**config.mk**
```make
export PLATFORM = sky130hd
export DESIGN_NAME = bua_ctrl
export DESIGN_NICKNAME = d
export VERILOG_FILES = /design/src/design/bua_pkg.sv /design/src/design/bua_ctrl.sv
export SDC_FILE = /design/constraint.sdc
export NUM_CORES = 1
export LEC_CHECK = 0
export ABC_AREA = 0
export BUFFER_PORTS_ARGS = -buffer_cell sky130_fd_sc_hd__buf_4
export CORE_AREA = 2 2 39 41
export DETAILED_ROUTE_END_ITERATION = 16
export DIE_AREA = 0 0 41 43
export PLACE_DENSITY_LB_ADDON = 0.25
export SLEW_MARGIN = 20
export SYNTH_ARGS = -nofsm -noshare
export SYNTH_HDL_FRONTEND = slang
export SYNTH_SLANG_ARGS = --single-unit
```
**constraint.sdc**
```tcl
create_clock -name clk -period 2 [get_ports clk]
set_input_delay 0.2 -clock clk [delete_from_list [all_inputs] [get_ports clk]]
set_output_delay 0.2 -clock clk [all_outputs]
set_load 0.02 [all_outputs]
```
**src/design/bua_pkg.sv**
```systemverilog
// Package for the block upscaler with average fill.
// Types, constants and helpers for the controller, datapath, top level and testbench; no dependencies.
`default_nettype none
package bua_pkg;
	localparam int MAX_WIDTH_DEF  = 1024;
	localparam int MAX_HEIGHT_DEF = 1024;
	localparam int MAX_FACTOR_DEF = 4;
	localparam int CFG_IDX_W  = 2;
	localparam int CFG_DATA_W = 11;
	localparam int COORD_W    = 12;

	localparam logic [CFG_IDX_W-1:0] REG_WIDTH  = 2'd0;
	localparam logic [CFG_IDX_W-1:0] REG_HEIGHT = 2'd1;
	localparam logic [CFG_IDX_W-1:0] REG_FACTOR = 2'd2;
	localparam logic [CFG_IDX_W-1:0] REG_GRAY   = 2'd3;

	typedef logic [23:0] pixel_t;

	// input beat: one source pixel
	typedef struct packed {
		logic [7:0] red_in;
		logic [7:0] green_in;
		logic [7:0] blue_in;
	} pix_beat_t;

	// output beat: one enlarged-image pixel with its coordinates
	typedef struct packed {
		logic [11:0] out_row;
		logic [11:0] out_col;
		logic [7:0]  red_out;
		logic [7:0]  green_out;
		logic [7:0]  blue_out;
		logic        last_of_run;
	} up_beat_t;

	// block kinds in emission order
	typedef enum logic [1:0] {
		BLK_UPLEFT = 2'd0,
		BLK_UP     = 2'd1,
		BLK_LEFT   = 2'd2,
		BLK_SELF   = 2'd3
	} blk_t;

	typedef enum logic [2:0] {
		ST_IDLE,
		ST_READ,
		ST_PLAN,
		ST_AVG,
		ST_EMIT,
		ST_UPDATE
	} state_t;

	typedef struct packed {
		logic capture;   // latch input pixel, start line store read
		logic take_rd;   // register line store data and edge flags
		logic load_blk;  // load neighbors of next block and clear x,y
		blk_t blk;
		logic step;      // advance inside block
		logic update;    // write line store, advance counters
	} cmd_t;

	typedef struct packed {
		logic [3:0] need;   // blocks this pixel completes
		logic       blk_end;
		logic       out_busy;
	} sts_t;

	function automatic logic [7:0] mean4(input logic [7:0] a, input logic [7:0] b,
		input logic [7:0] c, input logic [7:0] d);
		logic [9:0] s;
		s = {2'b0, a} + {2'b0, b} + {2'b0, c} + {2'b0, d};
		return s[9:2];
	endfunction
endpackage
`default_nettype wire

```
**src/design/bua_ctrl.sv**
```systemverilog
// Upscaler sequencer: per pixel read, plan, avg and emit per block, update.
// Depends on bua_pkg.
`default_nettype none
module bua_ctrl (
	input  wire logic          clk,
	input  wire logic          arst_n,
	input  wire logic          in_valid,
	output logic               in_ready,
	input  wire bua_pkg::sts_t sts,
	output bua_pkg::cmd_t      cmd
);
	import bua_pkg::*;
	state_t state_q, state_d;
	logic [3:0] pend_q, pend_d;
	blk_t sel;

	always_comb begin
		sel = BLK_SELF;
		if (pend_q[0]) sel = BLK_UPLEFT;
		else if (pend_q[1]) sel = BLK_UP;
		else if (pend_q[2]) sel = BLK_LEFT;
	end

	always_ff @(posedge clk or negedge arst_n) begin
		if (!arst_n) begin
			state_q <= ST_IDLE;
			pend_q <= '0;
		end else begin
			state_q <= state_d;
			pend_q <= pend_d;
		end
	end

	always_comb begin
		state_d = state_q;
		pend_d = pend_q;
		cmd = '0;
		cmd.blk = sel;
		in_ready = 1'b0;
		case (state_q)
			ST_IDLE: begin
				in_ready = 1'b1;
				if (in_valid) begin
					cmd.capture = 1'b1;
					state_d = ST_READ;
				end
			end
			ST_READ: begin
				cmd.take_rd = 1'b1;
				state_d = ST_PLAN;
			end
			ST_PLAN: begin
				pend_d = sts.need;
				state_d = (sts.need == '0) ? ST_UPDATE : ST_AVG;
			end
			ST_AVG: begin
				cmd.load_blk = 1'b1;
				state_d = ST_EMIT;
			end
			ST_EMIT: begin
				if (!sts.out_busy) begin
					cmd.step = 1'b1;
					if (sts.blk_end) begin
						pend_d = pend_q & ~(4'b1 << sel);
						state_d = ((pend_q & ~(4'b1 << sel)) == '0) ? ST_UPDATE : ST_AVG;
					end
				end
			end
			ST_UPDATE: begin
				cmd.update = 1'b1;
				state_d = ST_IDLE;
			end
			default: state_d = ST_IDLE;
		endcase
	end

	a_plan_from_read: assert property (@(posedge clk) disable iff (!arst_n)
		state_q == ST_READ |=> state_q == ST_PLAN) else $error("plan skipped");
	a_ready_idle: assert property (@(posedge clk) disable iff (!arst_n)
		in_ready |-> state_q == ST_IDLE) else $error("ready outside idle");
	a_emit_pending: assert property (@(posedge clk) disable iff (!arst_n)
		state_q == ST_EMIT |-> pend_q != '0) else $error("emit with nothing pending");
endmodule
`default_nettype wire

```
==> results.json <==
{
  "multiInputGateArea_sq_um": 258,
  "initial_core_util_pct": 34.5,
  "fin_ws_ps": 325,
  "area_growth_pct": 30.1,
  "grt_util_met3_pct": 3.14,
  "crit_end": "cmd[1]",
  "met2_usage_pct": 20.0,
  "final_common_cell": "buf_4",
  "synth_cell_types": 28,
  "finalNonFillerCells": 88,
  "hold_viol_final": 0,
  "grt-ovfl-total": 0,
  "grt_use_total_pct": 14.0,
  "grt_setup_unrepaired": "no",
  "htree_levels": 1,
  "yosysSeqAreaShare_pct": 36.6,
  "crit_path_end_kind": "output port",
  "fin_crit_ps": 1680,
  "place_hpwl_um": 798,
  "setup_violations": 0,
  "core_sq_um": 1380,
  "grt_use_met1_pct": 19.5,
  "finalMaxSlewViolations": 0,
  "routed_wirelength_um": 1060,
  "dr.pass1.iters": 3,
  "clock_latency_ps": 250,
  "die_width_um": 41,
  "grt_start_max_net_pins": 11,
  "fill_cells": 147,
  "mostFrequentLayoutCells": "buf_4, a21oi_1, dfrtp_1, nor2_1",
  "cp.arrival_ps": 1480,
  "antenna_found_initial": 0,
  "synth.net_count": 64,
  "dp_cells": 83,
  "post_drt_via_cell_ratio": 5.06,
  "ff_latch_area_sq_um": 175,
  "clock_skew_ps": 2.04,
  "syn_avg_cell_area_sq_um": 8.69,
  "drtIter0Drc": 8,
  "clkTransAtPathRegs_ps": 50,
  "cts_buffers": 3,
  "leakage_nw": 0.281,
  "powerDensity_nw_per_um2": 1580,
  "crit_type": "flop to output port",
  "io_buffers": 16,
  "hp-class": "input pin to flop",
  "r2r.worst_path.cells": 3,
  "globalplace.congestion": 0.812,
  "drive_gt1_share_pct": 33.3,
  "grt_pass1_wl_um": 1680,
  "synth_top_area_share_pct": 36.6,
  "r2r_start": "state_q[2]",
  "max_freq_ghz": 0.597,
  "root_buffer": "clkbuf_4",
  "cts_buffer_depth": 2,
  "worst_pin_slew_ps": 481,
  "vdd_drop_max_v": 0.000664,
  "critPathMaxFanout": 10,
  "io_pins": 17,
  "syn_inst": 55,
  "rows": 14,
  "cts_tree": "yes",
  "synth_area_sq_um": 478,
  "grt-busiest-layer": "met2",
  "outcome": "complete, no violations",
  "cp.required_ps": 1800,
  "drc": 0,
  "dp_slack_ps": 478,
  "setup-tns-final_ps": 0,
  "crit_start": "state_q[2]",
  "cts_sinks": 7,
  "synth.area.top_cells": "dfrtp_1, a21oi_1, a211oi_1",
  "layout.nets": 82,
  "wl_per_cell_um": 12.0,
  "die_h_um": 43,
  "vias": 445,
  "grt_pass1_vias": 397,
  "ys_ff_latch": 7,
  "startpoint_type": "flop",
  "r2r_slack_ps": 460,
  "antenna_left": 0,
  "cap_violations": 0,
  "yosysTopAreaCell": "dfrtp_1",
  "rr_endpoint": "state_q[1]",
  "max_slew_margin_pct": 67.8,
  "die-area_sq_um": 1760,
  "period_share_pct": 83.8,
  "ys_warn_count": 0,
  "antenna_cells": 0
}
-- timing repair --
action	in CTS	in global routing
hold endpoints to repair	7	0
endpoints found under the setup margin	0	0
hold buffers	1	0
gates resized for setup	0	0
buffers inserted	0	0
-- worst max-delay path: stages (launching register included) --
cell and delay, ps:
dfrtp_1 500, or3b_4 450, nor2_1 120, buf_4 150
-- synthesized netlist by cell type --
master	n
buf_4	1
a221oi_1	1
or4_1	1
a211oi_1	3
or2_2	1
o31ai_1	1
inv_1	3
nor3b_2	1
o21bai_1	1
a21oi_1	7
nor3_1	3
o21ai_0	3
nor2_1	4
nor3b_1	1
or4b_4	1
nor4_1	1
a31oi_1	1
or3b_4	1
nand2_1	3
a21o_1	1
or2b_1	1
and2_1	1
o41ai_1	1
or3_1	1
clkbuf_1	1
dfrtp_1	7
buf_6	2
nand2b_1	2
-- where the power goes --
part / internal [mW] / switching [mW] / leakage [nW]
clock network: 0.0730 / 0.0531 / 0.0177
registers: 0.209 / 0.130 / 0.0878
logic: 0.247 / 0.272 / 0.176
-- worst min-delay path by stage --
| stage | startpoint | end | slack, ps | cells after the start |
|---|---|---|---|---|
| floorplan | arst_n | pend_q[0] | -100 | 0 |
| global placement | arst_n | pend_q[1] | 20 | 1 |
| detailed placement | arst_n | pend_q[1] | 20 | 1 |
| CTS | sts[4] | pend_q[2] | 160 | 3 |
| global route | sts[4] | pend_q[2] | 170 | 3 |
| finish | sts[3] | pend_q[1] | 170 | 3 |
-- cell type report --
type	count	share of cell area (%)
flip-flops and latches	7	28.2
multi-input cells	41	41.4
clock inverters	1	0.805
repair buffers	17	20.9
inverters	3	1.81
clock buffers	3	3.62
well taps	16	3.22
-- through the flow --
stage / total power, mW / cell area, sq um / hold WS [ps] / utilization (%)
2_1_floorplan: 0.718 / 478 / -95.6 / -
3_3_place_gp: 0.854 / 584 / 19.1 / 42.2
3_5_place_dp: 0.856 / 584 / 17.3 / 42.2
4_1_cts: 0.992 / 622 / 158 / 44.9
5_1_grt: 1.07 / 622 / 169 / 44.9
6_report: 0.984 / 622 / 166 / 44.9
-- cell families (layout without fill, tap and decap cells) --
family / Yosys count / in the layout / synth area share, %
simple gates: 22 / 22 / 29.1
compound gates: 19 / 19 / 24.9
flops: 7 / 7 / 36.6
buf+inv: 7 / 24 / 9.42
-- registers in the layout, summed over array words and instances, names as in the netlist --
signal	cells
pend_q	4
state_q	3
-- routing by layer --
metal / part of all wire, % / wire (um)
met1: 48 / 504
met2: 48 / 505
met3: 4.6 / 49
met4: 0 / 0
met5: 0 / 0
Power figures use the tool's default switching activity.
